### src/sv/indexed_list_insert_remove_defines.svh
`ifndef INDEXED_LIST_INSERT_REMOVE_DEFINES_SVH
`define INDEXED_LIST_INSERT_REMOVE_DEFINES_SVH

// same-cycle implication, sampled on aclk, off while in reset
`define ILIR_ASSERT_NOW(label, ante, cons, msg) \
    label: assert property (@(posedge aclk) disable iff (!aresetn) (ante) |-> (cons)) \
        else $error(msg);

// next-cycle implication, sampled on aclk, off while in reset
`define ILIR_ASSERT_NEXT(label, ante, cons, msg) \
    label: assert property (@(posedge aclk) disable iff (!aresetn) (ante) |=> (cons)) \
        else $error(msg);

`endif

### src/sv/ilir_pkg.sv
`default_nettype none

package ilir_pkg;

    localparam int unsigned CAPACITY_DEF = 16;
    localparam int unsigned DATA_W       = 32;
    localparam int unsigned KIND_W       = 3;
    localparam int unsigned POS_W        = 5;
    localparam int unsigned STATUS_W     = 2;
    // index width that covers every legal capacity (up to 256 plus the count itself)
    localparam int unsigned IDX_W        = 9;

    localparam logic [KIND_W-1:0] KIND_APPEND     = 3'd0;
    localparam logic [KIND_W-1:0] KIND_INSERT     = 3'd1;
    localparam logic [KIND_W-1:0] KIND_REMOVE_AT  = 3'd2;
    localparam logic [KIND_W-1:0] KIND_REMOVE_VAL = 3'd3;
    localparam logic [KIND_W-1:0] KIND_CLEAR      = 3'd4;

    localparam logic [STATUS_W-1:0] STATUS_OK        = 2'd0;
    localparam logic [STATUS_W-1:0] STATUS_BAD_POS   = 2'd1;
    localparam logic [STATUS_W-1:0] STATUS_FULL      = 2'd2;
    localparam logic [STATUS_W-1:0] STATUS_NOT_FOUND = 2'd3;

    // broadcast to every cell
    typedef struct packed {
        logic              ins;
        logic              rem_at;
        logic              rem_val;
        logic [IDX_W-1:0]  pos;
        logic [IDX_W-1:0]  count;
        logic [DATA_W-1:0] value;
    } cell_ctrl_t;

endpackage

`default_nettype wire

### src/sv/ilir_cell.sv
`default_nettype none

module ilir_cell
    import ilir_pkg::*;
#(
    parameter int unsigned IDX = 0
) (
    input  wire logic              aclk,
    input  wire cell_ctrl_t        ctrl,
    input  wire logic [DATA_W-1:0] left_data,
    input  wire logic [DATA_W-1:0] right_data,
    input  wire logic              found_in,
    input  wire logic [DATA_W-1:0] taken_in,
    output logic      [DATA_W-1:0] data,
    output logic                   found_out,
    output logic      [DATA_W-1:0] taken_out
);

    localparam logic [IDX_W-1:0] MY_IDX = IDX_W'(IDX);

    logic [DATA_W-1:0] data_reg;
    logic [DATA_W-1:0] data_next;
    logic              valid;
    logic              match;

    assign valid     = MY_IDX < ctrl.count;
    assign match     = valid && (data_reg == ctrl.value);
    // set at and after the first equal entry
    assign found_out = found_in || match;
    assign taken_out = taken_in
                     | ((ctrl.rem_at && (MY_IDX == ctrl.pos)) ? data_reg : '0);
    assign data      = data_reg;

    always_comb begin
        data_next = data_reg;
        priority if (ctrl.ins && (MY_IDX == ctrl.pos)) begin
            data_next = ctrl.value;
        end else if (ctrl.ins && (MY_IDX > ctrl.pos)) begin
            data_next = left_data;
        end else if (ctrl.rem_at && (MY_IDX >= ctrl.pos)) begin
            data_next = right_data;
        end else if (ctrl.rem_val && found_out) begin
            data_next = right_data;
        end else begin
            data_next = data_reg;
        end
    end

    always_ff @(posedge aclk) begin
        data_reg <= data_next;
    end

endmodule

`default_nettype wire

### src/sv/indexed_list_insert_remove.sv
// channel  | dir | handshake                    | tdata fields (lsb first)
// s_axis   | in  | s_axis_tvalid/s_axis_tready  | kind[2:0] position[7:3] value[39:8]
// m_axis   | out | m_axis_tvalid/m_axis_tready  | status[1:0] removed_value[33:2]
//          |     |                              | entry_count[38:34] zero pad[39]
//
// one request per cycle while s_axis_tready is high, result in the cycle after acceptance from the output register
// every cell shifts, loads or compares in the same cycle, so the row settles each edge
// s_axis_tready drops only while a result waits and m_axis_tready is low
// aresetn (synchronous, active low) empties the list and drops m_axis_tvalid
// stored entries have no reset, only entries below the count are ever read
`default_nettype none
`include "indexed_list_insert_remove_defines.svh"

module indexed_list_insert_remove
    import ilir_pkg::*;
#(
    parameter int unsigned CAPACITY = CAPACITY_DEF
) (
    input  wire logic        aclk,
    input  wire logic        aresetn,
    // request: kind[2:0] position[7:3] value[39:8]
    input  wire logic        s_axis_tvalid,
    output logic             s_axis_tready,
    input  wire logic [39:0] s_axis_tdata,
    // result: status[1:0] removed_value[33:2] entry_count[38:34] pad[39]
    output logic             m_axis_tvalid,
    input  wire logic        m_axis_tready,
    output logic      [39:0] m_axis_tdata
);

    localparam int unsigned CNT_W = $clog2(CAPACITY + 1);
    localparam logic [IDX_W-1:0] CAP_X = IDX_W'(CAPACITY);

    // request fields
    logic [KIND_W-1:0] s_kind;
    logic [POS_W-1:0]  s_position;
    logic [DATA_W-1:0] s_value;

    assign s_kind     = s_axis_tdata[2:0];
    assign s_position = s_axis_tdata[7:3];
    assign s_value    = s_axis_tdata[39:8];

    // control and count
    logic             s_acc;
    logic [CNT_W-1:0] cnt_reg;
    logic [CNT_W-1:0] cnt_next;
    logic [IDX_W-1:0] cnt_x;
    logic [IDX_W-1:0] pos_x;
    logic             full;
    cell_ctrl_t       ctrl;

    // result register
    logic                m_valid_reg;
    logic                m_valid_next;
    logic [STATUS_W-1:0] status_reg;
    logic [STATUS_W-1:0] status_next;
    logic [DATA_W-1:0]   removed_reg;
    logic [DATA_W-1:0]   removed_next;
    logic [POS_W-1:0]    count_out_reg;

    // the row of cells
    logic [DATA_W-1:0] cell_data  [CAPACITY];
    logic [DATA_W-1:0] cell_left  [CAPACITY];
    logic [DATA_W-1:0] cell_right [CAPACITY];
    logic              found_c    [CAPACITY+1];
    logic [DATA_W-1:0] taken_c    [CAPACITY+1];

    // a result may leave while the next request is taken
    assign s_axis_tready = !m_valid_reg || m_axis_tready;
    assign s_acc         = s_axis_tvalid && s_axis_tready;

    assign cnt_x = IDX_W'(cnt_reg);
    assign pos_x = IDX_W'(s_position);
    assign full  = cnt_x >= CAP_X;

    // decode the request; cells move only on an accepted, legal request
    always_comb begin
        ctrl         = '0;
        ctrl.count   = cnt_x;
        ctrl.value   = s_value;
        ctrl.pos     = pos_x;
        status_next  = STATUS_OK;
        removed_next = '0;
        cnt_next     = cnt_reg;
        unique case (s_kind)
            KIND_APPEND: begin
                if (full) begin
                    status_next = STATUS_FULL;
                end else begin
                    ctrl.ins = s_acc;
                    ctrl.pos = cnt_x;
                    cnt_next = cnt_reg + 1'b1;
                end
            end
            KIND_INSERT: begin
                // the position test wins over the full test
                if (pos_x > cnt_x) begin
                    status_next = STATUS_BAD_POS;
                end else if (full) begin
                    status_next = STATUS_FULL;
                end else begin
                    ctrl.ins = s_acc;
                    cnt_next = cnt_reg + 1'b1;
                end
            end
            KIND_REMOVE_AT: begin
                if (pos_x >= cnt_x) begin
                    status_next = STATUS_BAD_POS;
                end else begin
                    ctrl.rem_at  = s_acc;
                    removed_next = taken_c[CAPACITY];
                    cnt_next     = cnt_reg - 1'b1;
                end
            end
            KIND_REMOVE_VAL: begin
                // no match means no cell shifts
                ctrl.rem_val = s_acc;
                if (found_c[CAPACITY]) begin
                    // the entry taken out equals the search value
                    removed_next = s_value;
                    cnt_next     = cnt_reg - 1'b1;
                end else begin
                    status_next = STATUS_NOT_FOUND;
                end
            end
            KIND_CLEAR: begin
                cnt_next = '0;
            end
            default: begin
                // unused kinds leave everything as it is
                cnt_next = cnt_reg;
            end
        endcase
    end

    // found and taken travel from cell 0 upward
    assign found_c[0] = 1'b0;
    assign taken_c[0] = '0;

    for (genvar i = 0; i < CAPACITY; i++) begin : g_cell
        if (i == 0) begin : g_first
            assign cell_left[i] = '0;
        end else begin : g_mid_left
            assign cell_left[i] = cell_data[i-1];
        end
        if (i == CAPACITY - 1) begin : g_last
            assign cell_right[i] = cell_data[i];
        end else begin : g_mid_right
            assign cell_right[i] = cell_data[i+1];
        end

        ilir_cell #(
            .IDX (i)
        ) u_cell (
            .aclk       (aclk),
            .ctrl       (ctrl),
            .left_data  (cell_left[i]),
            .right_data (cell_right[i]),
            .found_in   (found_c[i]),
            .taken_in   (taken_c[i]),
            .data       (cell_data[i]),
            .found_out  (found_c[i+1]),
            .taken_out  (taken_c[i+1])
        );
    end

    always_comb begin
        m_valid_next = m_valid_reg;
        if (s_acc) begin
            m_valid_next = 1'b1;
        end else if (m_axis_tready) begin
            m_valid_next = 1'b0;
        end
    end

    // count and output valid
    always_ff @(posedge aclk) begin
        if (!aresetn) begin
            cnt_reg     <= '0;
            m_valid_reg <= 1'b0;
        end else begin
            m_valid_reg <= m_valid_next;
            if (s_acc) begin
                cnt_reg <= cnt_next;
            end
        end
    end

    // result payload, loaded with each accepted request
    always_ff @(posedge aclk) begin
        if (s_acc) begin
            status_reg    <= status_next;
            removed_reg   <= removed_next;
            count_out_reg <= POS_W'(cnt_next);
        end
    end

    assign m_axis_tvalid = m_valid_reg;
    assign m_axis_tdata  = {1'b0, count_out_reg, removed_reg, status_reg};

    // checks
    `ILIR_ASSERT_NOW(a_count_in_range, 1'b1, cnt_reg <= CNT_W'(CAPACITY), "count above capacity")
    `ILIR_ASSERT_NOW(a_removed_zero_on_fail, m_valid_reg && (status_reg != STATUS_OK), removed_reg == '0, "removed value set on a failed request")
    `ILIR_ASSERT_NEXT(a_clear_empties, s_acc && (s_kind == KIND_CLEAR), (cnt_reg == '0) && (count_out_reg == '0), "clear did not empty the list")
    `ILIR_ASSERT_NEXT(a_full_holds_count, s_acc && full && (s_kind == KIND_APPEND), (cnt_reg == $past(cnt_reg)) && (status_reg == STATUS_FULL), "append on full list changed the count")

endmodule

`default_nettype wire
### config.mk
export PLATFORM = sky130hd
export DESIGN_NAME = indexed_list_insert_remove
export DESIGN_NICKNAME = d
export VERILOG_FILES = /design/src/sv/ilir_pkg.sv /design/src/sv/ilir_cell.sv /design/src/sv/indexed_list_insert_remove.sv
export VERILOG_INCLUDE_DIRS = /design/src /design/src/sv
export SDC_FILE = /design/constraint.sdc
export NUM_CORES = 2
export LEC_CHECK = 0
export BUFFER_PORTS_ARGS = -buffer_cell sky130_fd_sc_hd__buf_2
export CELL_PAD_IN_SITES_DETAIL_PLACEMENT = 1
export CELL_PAD_IN_SITES_GLOBAL_PLACEMENT = 2
export CORE_MARGIN = 2
export CORE_UTILIZATION = 45
export CTS_CLUSTER_SIZE = 40
export DETAILED_ROUTE_END_ITERATION = 12
export PLACE_DENSITY = 0.83
export SLEW_MARGIN = 20
export SYNTH_ARGS = -nofsm -noshare
export SYNTH_HDL_FRONTEND = slang
export SYNTH_SLANG_ARGS = --single-unit
### constraint.sdc
create_clock -name aclk -period 13.09 [get_ports aclk]
set_clock_uncertainty 0.1 [all_clocks]
set_input_delay 0 -clock aclk [delete_from_list [all_inputs] [get_ports aclk]]
set_output_delay 0 -clock aclk [all_outputs]
set_load 0.005 [all_outputs]
# Yosys cells after proc, flatten, opt, wreduce, memory -nomap -nowiden
# Index checks and enable logic that the tools add are counted.
word_totals:
  reg_bits: 557
  output_inout_bits: 42
  wordCells: 355
op_classes:
  add_sub_neg: 2
  magnitude_cmp: 50
  n_eq_ne: 35
  muxes: 101
  bitwise_logic: 15
  n_reduce_logical: 131
op_table:
  columns: ["op", "count"]
  rows:
  - ["two-way mux 32 bit", 80]
  - ["== test 32 bit", 16]
  - ["bitwise OR 32 bit", 15]
  - ["logical AND 1 bit", 95]
  - ["== test 4 x 9 -> 1 bit, first input constant", 8]
  - ["greater-than comparator 4 x 9 -> 1 bit, first input constant", 8]
  - ["case mux 32 bit (2 select lines)", 1]
  - ["greater-or-equal comparator 4 x 9 -> 1 bit, first input constant", 7]
  - ["nonzero test 4 bit", 15]
  - ["< comparator 4 x 5 -> 1 bit, first input constant", 8]
  - ["== test 3 x 9 -> 1 bit, first input constant", 4]
  - ["greater-or-equal comparator 3 x 9 -> 1 bit, first input constant", 4]
  - ["greater-than comparator 3 x 9 -> 1 bit, first input constant", 4]
  - ["two-way mux 5 bit", 5]
  - ["case mux 5 bit (5 select lines)", 1]
  - ["< comparator 3 x 5 -> 1 bit, first input constant", 4]
  - ["== test 2 x 9 -> 1 bit, first input constant", 2]
  - ["greater-or-equal comparator 1 x 9 -> 1 bit, first input constant", 2]
  - ["greater-or-equal comparator 2 x 9 -> 1 bit, first input constant", 2]
  - ["greater-than comparator 1 x 9 -> 1 bit, first input constant", 2]
  - ["greater-than comparator 2 x 9 -> 1 bit, first input constant", 2]
  - ["logical OR 1 bit", 16]
  - ["< comparator 1 x 5 -> 1 bit, first input constant", 2]
  - ["< comparator 2 x 5 -> 1 bit, first input constant", 2]
  - ["18 further kinds", 29]

# Longest topological paths before layout
logic_depth:
  ltp_word: 24
  mapped_depth: 16

# By module
# From an unflattened synthesis, not the netlist that was laid out.
unflattened:
  cells_unflattened: 3865
  hier_area_um2: 39670.5
modules_own_cells:
  columns: ["mod", "instances", "cells_per_inst", "area_each_um2"]
  rows:
  - ["indexed_list_insert_remove", 1, 201, 2421.1]
  - ["ilir_cell at g_cell[11].u_cell", 1, 232, 2414.8]
  - ["ilir_cell at g_cell[5].u_cell", 1, 235, 2414.8]
  - ["ilir_cell at g_cell[3].u_cell", 1, 231, 2386.0]
  - ["ilir_cell at g_cell[14].u_cell", 1, 234, 2384.8]
  - ["ilir_cell at g_cell[13].u_cell", 1, 231, 2383.5]
  - ["ilir_cell at g_cell[4].u_cell", 1, 233, 2344.7]
  - ["ilir_cell at g_cell[6].u_cell", 1, 271, 2336.0]
  - ["ilir_cell at g_cell[7].u_cell", 1, 229, 2336.0]
  - ["ilir_cell at g_cell[15].u_cell", 1, 228, 2321.0]
  - ["ilir_cell at g_cell[1].u_cell", 1, 229, 2316.0]
  - ["ilir_cell at g_cell[9].u_cell", 1, 237, 2299.7]
  - ["ilir_cell at g_cell[2].u_cell", 1, 234, 2278.4]
  - ["ilir_cell at g_cell[8].u_cell", 1, 233, 2278.4]
  - ["3 more rows", null, null, null]

# Least setup slack after synthesis
# No wires, ideal clock.
synth_timing:
  kind: "reg-to-reg"
  from: "register cnt_reg[3]"
  to: "register g_cell[6].u_cell.data_reg[0] (enable)"
  setup_ns: 0.466
  t_arrival_ns: 5.850
  required_time_ns: 12.524
  path_slack_ns: 6.674
  path_stages_with_launch: 16
  n_path_buf: 6
  path_cell_list: "dfxtp_1 clkbuf_1 buf_1 clkinv_1 ha_1 a21o_1 a21o_1 or4b_1 buf_2 buf_2 or2_2 buf_2 buf_2 nand2_2 nand2_1 o21ai_0"
synth_via:
  elab_chain_len: 10
synth_lines:
  columns: ["element", "line_no", "text"]
  rows:
  - ["start, declared", "indexed_list_insert_remove.sv:45", "logic [CNT_W-1:0] cnt_reg;"]
  - ["start signal, assigned", "indexed_list_insert_remove.sv:184", "cnt_reg <= cnt_next;"]
  - ["branches (longest 9 deep; another with greater-or-equal comparator 3 x 9 -> 1 bit)", null, null]
  - ["nonzero test 4 bit (no line) (*)", null, null]
  - ["end signal, assigned", "ilir_cell.sv:50", "data_reg <= data_next;"]
  - ["end, declared", "ilir_cell.sv:21", "logic [DATA_W-1:0] data_reg;"]
# Every way passes the cells marked *.
# A chain may end at the register's enable or synchronous reset.

# Worst setup path after layout
layout_timing:
  from: "register cnt_reg[4]"
  to: "register g_cell[0].u_cell.data_reg[31], data pin"
layout_via:
  elab_chain_len: 8
layout_lines:
  columns: ["element", "line_no", "text"]
  rows:
  - ["greater-or-equal comparator 5 bit", "indexed_list_insert_remove.sv:74", "assign full = cnt_x >= CAP_X;"]
  - ["two-way mux 5 bit", "indexed_list_insert_remove.sv:87", "if (full) begin"]
  - ["two-way mux 9 bit", "indexed_list_insert_remove.sv:85", "unique case (s_kind)"]
  - ["greater-or-equal comparator 1 x 9 -> 1 bit", "ilir_cell.sv:40", "end else if (ctrl.rem_at && (MY_IDX >= ctrl.pos)) begin"]
  - ["logical AND 1 bit", "ilir_cell.sv:40", null]
  - ["two-way mux 32 bit", "ilir_cell.sv:40", null]
  - ["two-way mux 32 bit", "ilir_cell.sv:38", "end else if (ctrl.ins && (MY_IDX > ctrl.pos)) begin"]
  - ["two-way mux 32 bit (*)", "ilir_cell.sv:36", "priority if (ctrl.ins && (MY_IDX == ctrl.pos)) begin"]
  - ["via g_cell[0].u_cell.data_next[31]", "ilir_cell.sv:22", "logic [DATA_W-1:0] data_next;"]
  - ["end signal, assigned", "ilir_cell.sv:50", null]
  - ["end, declared", "ilir_cell.sv:21", null]
# The timed path passes the listed nets; every way through them passes the cells marked *.

==> run summary <==
In this run the most critical hold path is launched from s_axis_tdata[26]. Counting flops with a built-in enable in the synthesized netlist gives 551. Global-route wire length before repair: 279 mm. The run gives 18.8% as the max-slew headroom at the worst pin.

For the global-route congestion overflow total, the log shows 0. The die is 298 um tall. Along the worst path, the maximum fanout reaches 70. The worst setup path is captured at a flip-flop.

Average size of a mapped cell: 9.68 um2. The logs give 182 MHz for the maximum clock frequency and 17 for the hold-fix buffer count after cts. During I/O placement, the number of pins put on the boundary was 86. From synthesis to final layout, the design area changed by 10.2%. The number of nets produced by synthesis is 4071, and the count of clock tree sinks is 557.

The worst-case reg-to-reg path depth came out at 11. Leaving out fill and tap cells, the most frequent cells in the layout are sky130_fd_sc_hd__nand2_1 (617), sky130_fd_sc_hd__edfxtp_1 (551), sky130_fd_sc_hd__o21ai_0 (311). The logs give 3 for the maximum buffer depth of the clock tree and 45.5% for the effective utilization at floorplan.

The run gives 0 as the final number of setup-violating endpoints. The die covers 88800 um2. The count of input and output buffers works out to 84. TritonCTS built the clock tree. The tools report the number of hold-slack violations in the final timing report as 0. The tool flagged a number of max-cap violations equal to 0. The die width is 298 um. In this run the power density over the cells is 110 nW/um2. For the count of distinct cell types in the synthesized netlist, the log shows 86.

The final critical path takes up 42.1% of the cycle. Buffers inserted during clock tree synthesis total 72. Summed over all nets, the half-perimeter wirelength after detailed placement is 146 mm. The Yosys step of the flow raised 0 warnings. At the end of routability-driven placement, the weighted congestion stood at 1.03. Counting instances, the worst hold path has a depth of 4.

Global routing used 44.0% of the available tracks across all layers. The worst path needs 5.51 ns of the cycle, external delays included. The setup slack on the worst flop-to-flop path came out at 7.58 ns. For the worst setup path, the data arrival time is 5.79 ns.

The number of rows in the core area is 107. Top flip-flop cell by instance count after synthesis: sky130_fd_sc_hd__edfxtp_1. Synthesis produced 4019 cells.

The flow ran to the end, and the final reports show no timing, DRC or antenna violations. The tools report the detailed-route wire length as 200 mm. The worst hold path terminates at g_cell[1].u_cell.data[18].

The mapped cell area is 38900 um2. The final layout contains 4002 nets. The share of final-layout standard cells stronger than drive strength 1 is 11.5%. The area of the placeable core came out at 85400 um2.

The clock reaches the later pin of the worst-skew pair after 0.66 ns. In the final routed layout, each cell accounts on average for 38.8 um. The worst hold path class was in -> reg. The run gives 0 as the number of remaining DRC errors. The buffer type at the clock tree root was sky130_fd_sc_hd__clkbuf_16. Post-CTS repair changed the size of 0 cells. Sequential elements use 42.8% of the synthesized area. The number of vias in the routed layout came out at 36.5k. VDD sags by at most 0.112 mV. The final-report max-slew violation count is 0.

The maximum level of the CTS H-tree is 3, and the leakage power of the design is 15.0 nW. The via count of the first global-routing pass was 34.9k. STA classifies the critical path startpoint as a flip-flop.

Entering global routing, the biggest net connects 79 pins. The detail route stage leaves a number of antenna-violating nets equal to 0. On the final layout, the worst hold slack is 0.0254 ns. The count of buffers added by post-CTS timing repair for setup was 0. Category of the critical setup timing path: reg -> reg. For the worst setup path, the data required time is 13.37 ns. The flip-flop and latch count after synthesis is 557, and the slew at the pin closest to its max-slew limit is 1.21 ns. The origin of the critical flop-to-flop path was cnt_reg[4]. After clock tree synthesis, the clock-pin slew on the worst setup and hold paths is 0.06 ns.

The library cell used most frequently in the layout, excluding fill and tap cells, is sky130_fd_sc_hd__nand2_1. The initial antenna violation count is 4. Of all flip-flops after synthesis, the portion carrying an async set or reset was 0%. Before antenna repair, the detailed router went through 9 iterations.

Capture point of the worst reg-to-reg path: g_cell[0].u_cell.data[31]. The register with the most flip-flops in the layout has 512 of them. The run gives 0 ns as the setup TNS. Dividing the detail-routed via count by the number of cells gives 7.08. The detailed router's first-iteration violation count was 6516. Setup repair after global routing left no endpoint under its margin.
-- worst max-delay path, stage by stage (launching register included) --
cell	delay, ns
sky130_fd_sc_hd__dfxtp_1	0.30
sky130_fd_sc_hd__buf_4	0.25
sky130_fd_sc_hd__nor4_4	0.99
sky130_fd_sc_hd__mux2_2	0.60
sky130_fd_sc_hd__nor3_2	0.22
sky130_fd_sc_hd__nand2_2	0.07
sky130_fd_sc_hd__buf_4	0.31
sky130_fd_sc_hd__nor2_4	0.73
sky130_fd_sc_hd__buf_4	0.76
sky130_fd_sc_hd__nand2_1	0.12
sky130_fd_sc_hd__buf_4	0.33
sky130_fd_sc_hd__mux2_2	0.34
-- where the power goes --
part           switching [W]  internal (W)
Sequential         0.0000493       0.00199
Clock               0.000875       0.00117
Combinational       0.000477      0.000168
-- metrics by stage --
step                      area, um2  utilization (%)  std cells  total power [W]  worst slack (ns)
final                         42900             50.2       5156          0.00473              7.58
after global routing          42900             50.2       5152          0.00479              7.32
after CTS                     42800             50.2       5151          0.00468              7.64
after detailed placement      40400             47.3       5002          0.00267              7.63
after global placement        40300             47.2       5000          0.00267              7.72
after floorplan               38900                -       4019          0.00240              6.67
-- cell usage after synthesis (12+ instances only) --
library cell	number	share of area (%)
sky130_fd_sc_hd__nor3_1	49	0.63
sky130_fd_sc_hd__nand2_1	619	6.0
sky130_fd_sc_hd__mux2i_1	276	7.1
sky130_fd_sc_hd__buf_2	128	1.6
sky130_fd_sc_hd__xnor2_1	218	4.9
sky130_fd_sc_hd__a21oi_1	75	0.96
sky130_fd_sc_hd__a22o_1	13	0.29
sky130_fd_sc_hd__buf_4	31	0.60
sky130_fd_sc_hd__buf_1	12	0.12
sky130_fd_sc_hd__nand3_1	50	0.64
sky130_fd_sc_hd__inv_1	38	0.37
sky130_fd_sc_hd__a221oi_1	16	0.36
sky130_fd_sc_hd__nand4_1	124	2.0
sky130_fd_sc_hd__edfxtp_1	551	43
sky130_fd_sc_hd__nor4_1	134	2.2
sky130_fd_sc_hd__xor2_1	298	6.7
sky130_fd_sc_hd__o21ai_1	19	0.24
sky130_fd_sc_hd__mux2_2	66	1.9
sky130_fd_sc_hd__a222oi_1	96	2.5
sky130_fd_sc_hd__a21o_1	16	0.31
sky130_fd_sc_hd__o22ai_1	40	0.64
sky130_fd_sc_hd__nor2_1	204	2.0
sky130_fd_sc_hd__o21ai_0	318	4.1
sky130_fd_sc_hd__clkbuf_1	185	1.8
sky130_fd_sc_hd__a211o_1	22	0.50
sky130_fd_sc_hd__a31oi_1	98	1.6
sky130_fd_sc_hd__a22oi_1	98	1.9
-- cell type report --
cell class | count | area, um2
Fill cell | 9563 | 42500
Antenna cell | 4 | 10.0
Clock buffer | 89 | 1890
Timing Repair Buffer | 218 | 1530
Tap cell | 1144 | 1430
Inverter | 40 | 150
Multi-Input combinational cell | 3061 | 20800
Sequential cell | 557 | 16700
Clock inverter | 43 | 425
-- worst max-delay path by stage --
stage | from | end | slack, ns | cells after the start
2_1_floorplan | cnt_reg[3] | g_cell[6].u_cell.data[0] | 6.67 | 15
3_3_place_gp | cnt_reg[4] | g_cell[0].u_cell.data[1] | 7.72 | 11
3_5_place_dp | cnt_reg[4] | g_cell[0].u_cell.data[7] | 7.63 | 11
4_1_cts | cnt_reg[4] | g_cell[0].u_cell.data[7] | 7.64 | 11
5_1_grt | cnt_reg[4] | g_cell[0].u_cell.data[7] | 7.32 | 11
6_report | cnt_reg[4] | g_cell[0].u_cell.data[31] | 7.58 | 11
-- cells by family after synthesis --
| family | synth area share (%) |
|---|---|
| flops | 42.8 |
| simple gates | 16.0 |
| fa+ha+maj | 0.257 |
| xor+xnor | 11.6 |
| compound gates | 14.8 |
| mux | 9.78 |
| buf+inv | 4.68 |
| other cells | 0.00964 |
-- routing by layer --
layer	track usage, %	up-vias	routed length, um
met3	13.5	467	26100
met2	61.7	2714	81400
met1	61.3	18414	80800
met5	0	-	0
li1	-	14916	-
met4	21.0	0	11900
(Power assumes the default switching activity.)
